### config.mk
export PLATFORM = sky130hd
export DESIGN_NAME = cfp_regs
export DESIGN_NICKNAME = d
export VERILOG_FILES = /design/src/cfp_pkg.sv /design/src/cfp_regs.sv
export SDC_FILE = /design/constraint.sdc
export NUM_CORES = 1
export LEC_CHECK = 0
export ABC_AREA = 1
export ABC_CLOCK_PERIOD_IN_PS = 1110
export BUFFER_PORTS_ARGS = -buffer_cell sky130_fd_sc_hd__buf_2
export CAP_MARGIN = 10
export CORE_UTILIZATION = 53
export DETAILED_ROUTE_END_ITERATION = 10
export HOLD_SLACK_MARGIN = 0.1
export PLACE_DENSITY = 0.82
export SETUP_SLACK_MARGIN = 0.05
export SLEW_MARGIN = 5
export SYNTH_ARGS = -nofsm -noshare
export SYNTH_HDL_FRONTEND = slang
export SYNTH_SLANG_ARGS = --single-unit
### constraint.sdc
create_clock -name i_clk -period 1.11 [get_ports i_clk]
set_input_delay 0.0555 -clock i_clk [delete_from_list [all_inputs] [get_ports i_clk]]
set_output_delay 0.0555 -clock i_clk [all_outputs]
set_load 0.05 [all_outputs]
### src/cfp_pkg.sv
`timescale 1ns / 1ps
package cfp_pkg;

    localparam int POS_W    = 32;
    localparam int ACC_W    = 64;
    localparam int OUT_W    = 48;
    localparam int CHG_W    = 16;
    localparam int LEN_W    = 31;
    localparam int ADDR_W   = 5;
    localparam int CFAC_Q16 = 36748749;

    localparam logic [2:0] REG_PROBE_X = 3'd0;
    localparam logic [2:0] REG_PROBE_Y = 3'd1;
    localparam logic [2:0] REG_PROBE_Z = 3'd2;
    localparam logic [2:0] REG_AXIS_X  = 3'd3;
    localparam logic [2:0] REG_AXIS_Y  = 3'd4;
    localparam logic [2:0] REG_AXIS_Z  = 3'd5;
    localparam logic [2:0] REG_AXIS_L  = 3'd6;

    typedef struct packed {
        logic signed [POS_W-1:0] atom_x;
        logic signed [POS_W-1:0] atom_y;
        logic signed [POS_W-1:0] atom_z;
        logic signed [CHG_W-1:0] atom_charge;
        logic                    first_atom;
        logic                    last_atom;
    } t_in_item;

    typedef struct packed {
        logic signed [OUT_W-1:0] projected_field;
        logic                    zero_distance_seen;
        logic                    saturated;
    } t_out_item;

    typedef struct packed {
        logic signed [POS_W-1:0] probe_x;
        logic signed [POS_W-1:0] probe_y;
        logic signed [POS_W-1:0] probe_z;
        logic signed [POS_W-1:0] axis_x;
        logic signed [POS_W-1:0] axis_y;
        logic signed [POS_W-1:0] axis_z;
        logic [LEN_W-1:0]        axis_length;
    } t_cfg;

    typedef enum logic [12:0] {
        ST_IDLE  = 13'b0000000000001,
        ST_NORM  = 13'b0000000000010,
        ST_SQ    = 13'b0000000000100,
        ST_SQRT  = 13'b0000000001000,
        ST_DEN   = 13'b0000000010000,
        ST_NUM   = 13'b0000000100000,
        ST_DIV   = 13'b0000001000000,
        ST_ACC   = 13'b0000010000000,
        ST_PROJ  = 13'b0000100000000,
        ST_MULC  = 13'b0001000000000,
        ST_PDIV  = 13'b0010000000000,
        ST_ROUND = 13'b0100000000000,
        ST_OUT   = 13'b1000000000000
    } t_state;

endpackage

### src/cfp_regs.sv
`timescale 1ns / 1ps
module cfp_regs (
    input  logic                        i_clk,
    input  logic                        i_rst_n,
    input  logic                        psel,
    input  logic                        penable,
    input  logic                        pwrite,
    input  logic [cfp_pkg::ADDR_W-1:0]  paddr,
    input  logic [31:0]                 pwdata,
    output logic [31:0]                 prdata,
    output logic                        pready,
    output cfp_pkg::t_cfg               o_cfg
);
    import cfp_pkg::*;

    t_cfg       r_cfg;
    logic [2:0] idx;
    logic       wr;

    assign idx    = paddr[4:2];
    assign wr     = psel && penable && pwrite;
    assign pready = 1'b1;
    assign o_cfg  = r_cfg;

    always_ff @(posedge i_clk) begin
        if (!i_rst_n) begin
            r_cfg.probe_x     <= '0;
            r_cfg.probe_y     <= '0;
            r_cfg.probe_z     <= '0;
            r_cfg.axis_x      <= 32'sd65536;
            r_cfg.axis_y      <= '0;
            r_cfg.axis_z      <= '0;
            r_cfg.axis_length <= 31'd65536;
        end else if (wr) begin
            case (idx)
                REG_PROBE_X: r_cfg.probe_x     <= pwdata;
                REG_PROBE_Y: r_cfg.probe_y     <= pwdata;
                REG_PROBE_Z: r_cfg.probe_z     <= pwdata;
                REG_AXIS_X:  r_cfg.axis_x      <= pwdata;
                REG_AXIS_Y:  r_cfg.axis_y      <= pwdata;
                REG_AXIS_Z:  r_cfg.axis_z      <= pwdata;
                REG_AXIS_L:  r_cfg.axis_length <= pwdata[LEN_W-1:0];
                default: ;
            endcase
        end
    end

    always_comb begin
        case (idx)
            REG_PROBE_X: prdata = r_cfg.probe_x;
            REG_PROBE_Y: prdata = r_cfg.probe_y;
            REG_PROBE_Z: prdata = r_cfg.probe_z;
            REG_AXIS_X:  prdata = r_cfg.axis_x;
            REG_AXIS_Y:  prdata = r_cfg.axis_y;
            REG_AXIS_Z:  prdata = r_cfg.axis_z;
            REG_AXIS_L:  prdata = {1'b0, r_cfg.axis_length};
            default:     prdata = '0;
        endcase
    end
endmodule

==> reports/qor.json, run 1 <==
{
  "synth_xor_xnor_area_share": 0,
  "track_usage": 0.807,
  "synth.cell_area_mm2": 0.0109,
  "synthSimpleGateAreaFrac": 0.507,
  "globalRouteOverflowTotal": 148,
  "detailedPlace.worstSlack_ns": -0.353,
  "dp_cells": 2276,
  "max_h_tree_level": 1,
  "worst_endpoint_kind": "output port",
  "numCtsBuffers": 23,
  "cts_num_sinks": 223,
  "detail_placement_hpwl_mm": 28.8,
  "stop_error": "[ERROR GRT-0232] Routing congestion too high. Check the congestion heatmap in the GUI.",
  "syn-num-nets": 1798,
  "cts_root_buffer": "sky130_fd_sc_hd__clkbuf_16",
  "yosys.area_share.adder": 0,
  "yosys-mux-area-fraction": 0,
  "post-synth-top-area-cell": "sky130_fd_sc_hd__dfxtp_1",
  "placement.io_buffers": 294,
  "post-synth-top-area-fraction": 0.410,
  "ys_seq_elements": 223,
  "flow.stopped_at": "global routing (5_1_grt)",
  "syn_area_per_cell_um2": 6.20,
  "leading_cell_types_by_total_area_after_synthesis": "sky130_fd_sc_hd__dfxtp_1, sky130_fd_sc_hd__nor2_1, sky130_fd_sc_hd__nand2_1, sky130_fd_sc_hd__nand3_1, sky130_fd_sc_hd__nand4_1",
  "gp_congestion": 0.956,
  "vert_die_dim_um": 145,
  "yosysSeqAreaShare": 0.410,
  "synth.yosys.warnings": 0,
  "clk_path_buf_depth": 3,
  "die_w_um": 145,
  "postSynthCellCount": 1756,
  "synth_compound_gate_area_share": 0.000919,
  "largest_net_degree_at_the_start_of_global_routing": 45,
  "rows": 52,
  "grt_repair_worst_endpoint": "prdata[18]",
  "pin_count": 298,
  "initial_utilization": 0.540,
  "netlist-cell-type-count": 17,
  "synth_top_family_by_area": "simple AND/OR/NAND/NOR gates",
  "status": "did not finish"
}
-- synth_stat cells --
library cell / instances
sky130_fd_sc_hd__buf_1: 33
sky130_fd_sc_hd__dfxtp_1: 223
sky130_fd_sc_hd__nor2_1: 541
sky130_fd_sc_hd__nor2_4: 2
sky130_fd_sc_hd__o21ai_0: 2
sky130_fd_sc_hd__nand3_1: 198
sky130_fd_sc_hd__conb_1: 1
sky130_fd_sc_hd__nand2_1: 483
sky130_fd_sc_hd__nor2_2: 6
sky130_fd_sc_hd__nand3_2: 1
sky130_fd_sc_hd__inv_2: 3
sky130_fd_sc_hd__buf_2: 74
sky130_fd_sc_hd__nand4_1: 95
sky130_fd_sc_hd__nand3_4: 1
sky130_fd_sc_hd__inv_1: 65
sky130_fd_sc_hd__clkbuf_1: 17
sky130_fd_sc_hd__buf_4: 11
-- per-layer routing --
metal,GRT overflow,global-route usage
met1,2,0.806
met2,56,0.965
met3,2,0.641
met4,87,0.905
met5,1,0.0909
-- stage by stage --
stage | utilization | instance area, um2 | setup TNS (ns)
4_1_cts | 0.914 | 18400 | -13.81
3_5_place_dp | 0.675 | 13600 | -55.76
3_3_place_gp | 0.675 | 13600 | -45.86
2_1_floorplan | - | 11300 | 0
-- logic make-up after synthesis --
group,after synthesis
other cells,1
compound gates,2
buf+inv,203
flops,223
simple gates,1327
-- timing repair --
item,in CTS
hold endpoints to repair,223
gates resized for setup,959
pin swaps,139
buffers inserted,76
setup endpoints to repair,255
hold buffers,34
==> run 2, diff against run 1 <==
--- a/config.mk
+++ b/config.mk
@@ -9,11 +9,9 @@
 export ABC_CLOCK_PERIOD_IN_PS = 1110
 export BUFFER_PORTS_ARGS = -buffer_cell sky130_fd_sc_hd__buf_2
 export CAP_MARGIN = 10
-export CORE_UTILIZATION = 53
+export CORE_UTILIZATION = 40
 export DETAILED_ROUTE_END_ITERATION = 10
-export HOLD_SLACK_MARGIN = 0.1
-export PLACE_DENSITY = 0.82
-export SETUP_SLACK_MARGIN = 0.05
+export PLACE_DENSITY_LB_ADDON = 0.15
 export SLEW_MARGIN = 5
 export SYNTH_ARGS = -nofsm -noshare
 export SYNTH_HDL_FRONTEND = slang
==> reports/qor.json, run 2 <==
{
  "tritoncts_clock_tree": "yes",
  "layout_cells_sized_above_1": 0.426,
  "async_set_or_reset_flop_fraction_in_the_synthesized_netlist": 0,
  "dr.first_iter.drc_count": 1061,
  "worstSetupStartpointType": "flip-flop",
  "layout_common_cells": "sky130_fd_sc_hd__nor2_1, sky130_fd_sc_hd__nand2_1, sky130_fd_sc_hd__buf_8, sky130_fd_sc_hd__nand3_1, sky130_fd_sc_hd__dfxtp_2",
  "yosysSeqAreaShare": 0.410,
  "finalNetCount": 2211,
  "flow.area_growth_from_synthesis_pct": 74.1,
  "numCtsBuffers": 25,
  "track_usage": 0.305,
  "dp_cells": 2378,
  "status": "finished with violations",
  "fin_crit_ns": 1.55,
  "synth_common_cells": "sky130_fd_sc_hd__nor2_1, sky130_fd_sc_hd__nand2_1, sky130_fd_sc_hd__dfxtp_1, sky130_fd_sc_hd__nand3_1, sky130_fd_sc_hd__nand4_1",
  "cts_num_sinks": 223,
  "largest_reg_flops": 223,
  "placement.io_buffers": 294,
  "maxCapViolations": 0,
  "violated_checks": "setup timing",
  "vdd.ir_drop.worst_mv": 0.705,
  "fin_crit_sh": 1.40,
  "fin_hold_viols": 0,
  "worst_hold_launch": "pwdata[10]",
  "rows": 60,
  "initial_utilization": 0.406,
  "globalRouteOverflowTotal": 0,
  "syn-num-nets": 1798,
  "maxClockFrequency_mhz": 645,
  "cts_root_buffer": "sky130_fd_sc_hd__clkbuf_16",
  "critical_path_data_required_time_ns": 1.05,
  "grt_antenna_before_repair": 0,
  "post-synth-top-count-cell": "sky130_fd_sc_hd__nor2_1",
  "static_leakage_uw": 0.00848,
  "full_die_area_mm2": 0.0279,
  "worst-path-max-fanout": 2,
  "count_of_flip_flops_with_a_built_in_enable_after_synthesis": 0,
  "timing.final.ws_setup_ns": -0.440,
  "ys_seq_elements": 223,
  "setup.worst_path.class": "flip-flop to output pin",
  "path_clk_slew_ns": 0.06,
  "clk-insertion-delay-late_ns": 0.52,
  "vias": 13100,
  "post-synth-top-area-cell": "sky130_fd_sc_hd__dfxtp_1",
  "wire_per_inst_um": 17.9,
  "syn_area_per_cell_um2": 6.20,
  "power_density_mw_per_mm2": 979,
  "setup_repair_after_global_routing_missed_its_margin": "true",
  "drc": 0,
  "finalSetupViolCount": 132,
  "clk_path_buf_depth": 3,
  "grt_first_pass_wirelength_mm": 67.3,
  "detail_placement_hpwl_mm": 29.2,
  "largest_net_degree_at_the_start_of_global_routing": 62,
  "gp_congestion": 0.891,
  "critical_path.startpoint": "o_cfg[51]",
  "worst_r2r_startpoint": "o_cfg[129]",
  "insertedDiodeCount": 0,
  "leading_cell_types_by_total_area_after_synthesis": "sky130_fd_sc_hd__dfxtp_1, sky130_fd_sc_hd__nor2_1, sky130_fd_sc_hd__nand2_1, sky130_fd_sc_hd__nand3_1, sky130_fd_sc_hd__nand4_1",
  "die_w_um": 167,
  "vert_die_dim_um": 167,
  "detail-route-antenna-nets": 0,
  "data_arrival_time_of_the_critical_path_ns": 1.49,
  "netlist-cell-type-count": 17,
  "totalWireLength_mm": 45.2,
  "synth.cell_area_mm2": 0.0109,
  "route.detailed.vias_per_inst": 5.18,
  "maxSlewViolCount": 0,
  "setup.worst_path.end_class": "output pin",
  "postSynthCellCount": 1756,
  "final_common_cell": "sky130_fd_sc_hd__nor2_1",
  "hp-class": "primary input to flip-flop",
  "coreArea_mm2": 0.0268,
  "post-synth-top-area-fraction": 0.410,
  "detailedPlace.worstSlack_ns": -0.323,
  "first_global_vias": 12000,
  "drt_pre_antenna_iters": 6,
  "dominantRegCellSynth": "sky130_fd_sc_hd__dfxtp_1",
  "pin_count": 298,
  "final_setup_skew_ns": 0,
  "synth.yosys.warnings": 0,
  "max_h_tree_level": 1,
  "finished_layout_cells": 2528
}
## run 2: cell counts after synthesis
No cell type changed its count.
## run 2: metal layers
metal,part of all wire,global-route usage,up-vias,wire (um)
met5,0,0,-,0
met4,0.042,0.117,0,1880
met3,0.075,0.0594,109,3380
met2,0.52,0.561,581,23600
met1,0.36,0.344,6069,16300
li1,-,-,6344,-
## run 2: worst max-delay path, stage by stage, from the launching register on
cell,delay [ns]
sky130_fd_sc_hd__dfxtp_2,0.32
sky130_fd_sc_hd__nand4_1,0.08
sky130_fd_sc_hd__nand2_1,0.09
sky130_fd_sc_hd__nor2_2,0.15
sky130_fd_sc_hd__buf_6,0.13
sky130_fd_sc_hd__nand2_4,0.05
sky130_fd_sc_hd__buf_8,0.15
## run 2: cell type report
class                      count  area, um2
clock buffer                  36        697
clock inverter                 9       45.0
fill                        2069       7850
inverter                      68        259
multi-input combinational   1330       6030
sequential                   223       4900
tap                          341        427
timing repair buffer         521       6600
## run 2: final timing paths
| kind | to | slack (ns) | depth (start not counted) |
|---|---|---|---|
| max | prdata[20] | -0.44 | 6 |
| max reg2reg | o_cfg[129] | 0.14 | 5 |
| min | o_cfg[105] | 0.008 | 5 |
| min reg2reg | o_cfg[93] | 0.50 | 2 |
## run 2: kinds of logic after synthesis
| kind of cell | count (synthesis) | share of synthesized area |
|---|---|---|
| buffers and inverters | 203 | 0.0823 |
| flip-flops | 223 | 0.410 |
| AO/OA/AOI/OAI | 2 | 0.000919 |
| other | 1 | 0.000344 |
| AND/OR/NAND/NOR | 1327 | 0.507 |
## run 2: power by group
group / internal, uW / leakage, uW / switching, uW / total (uW)
combinational: 1030 / 0.00618 / 1710 / 2740
clock: 4340 / 0.000374 / 3370 / 7710
sequential: 7990 / 0.00193 / 107 / 8100
total: 13400 / 0.00848 / 5190 / 18600
## run 2: stage by stage
step	power, uW	hold WS [ns]	cell area, um2	utilization	TNS (ns)
final	18600	0.00813	19000	0.707	-16.04
after CTS	18700	0.00146	18200	0.679	-16.79
after global placement	10600	0.354	14000	0.521	-58.84
after detailed placement	10700	0.358	14000	0.521	-63.20
after global routing	19200	0.0253	19000	0.707	-20.10
after floorplan	9770	0.182	11200	-	-0.00994
## run 2: timing repair
action	CTS	global route
hold buffers	8	0
gates cloned	0	0
endpoints found under the setup margin	255	218
pin swaps	128	46
resized for setup	897	208
endpoints found under the hold margin	26	0
buffers inserted	71	69
Note: power is estimated with default switching activity, not from simulation.
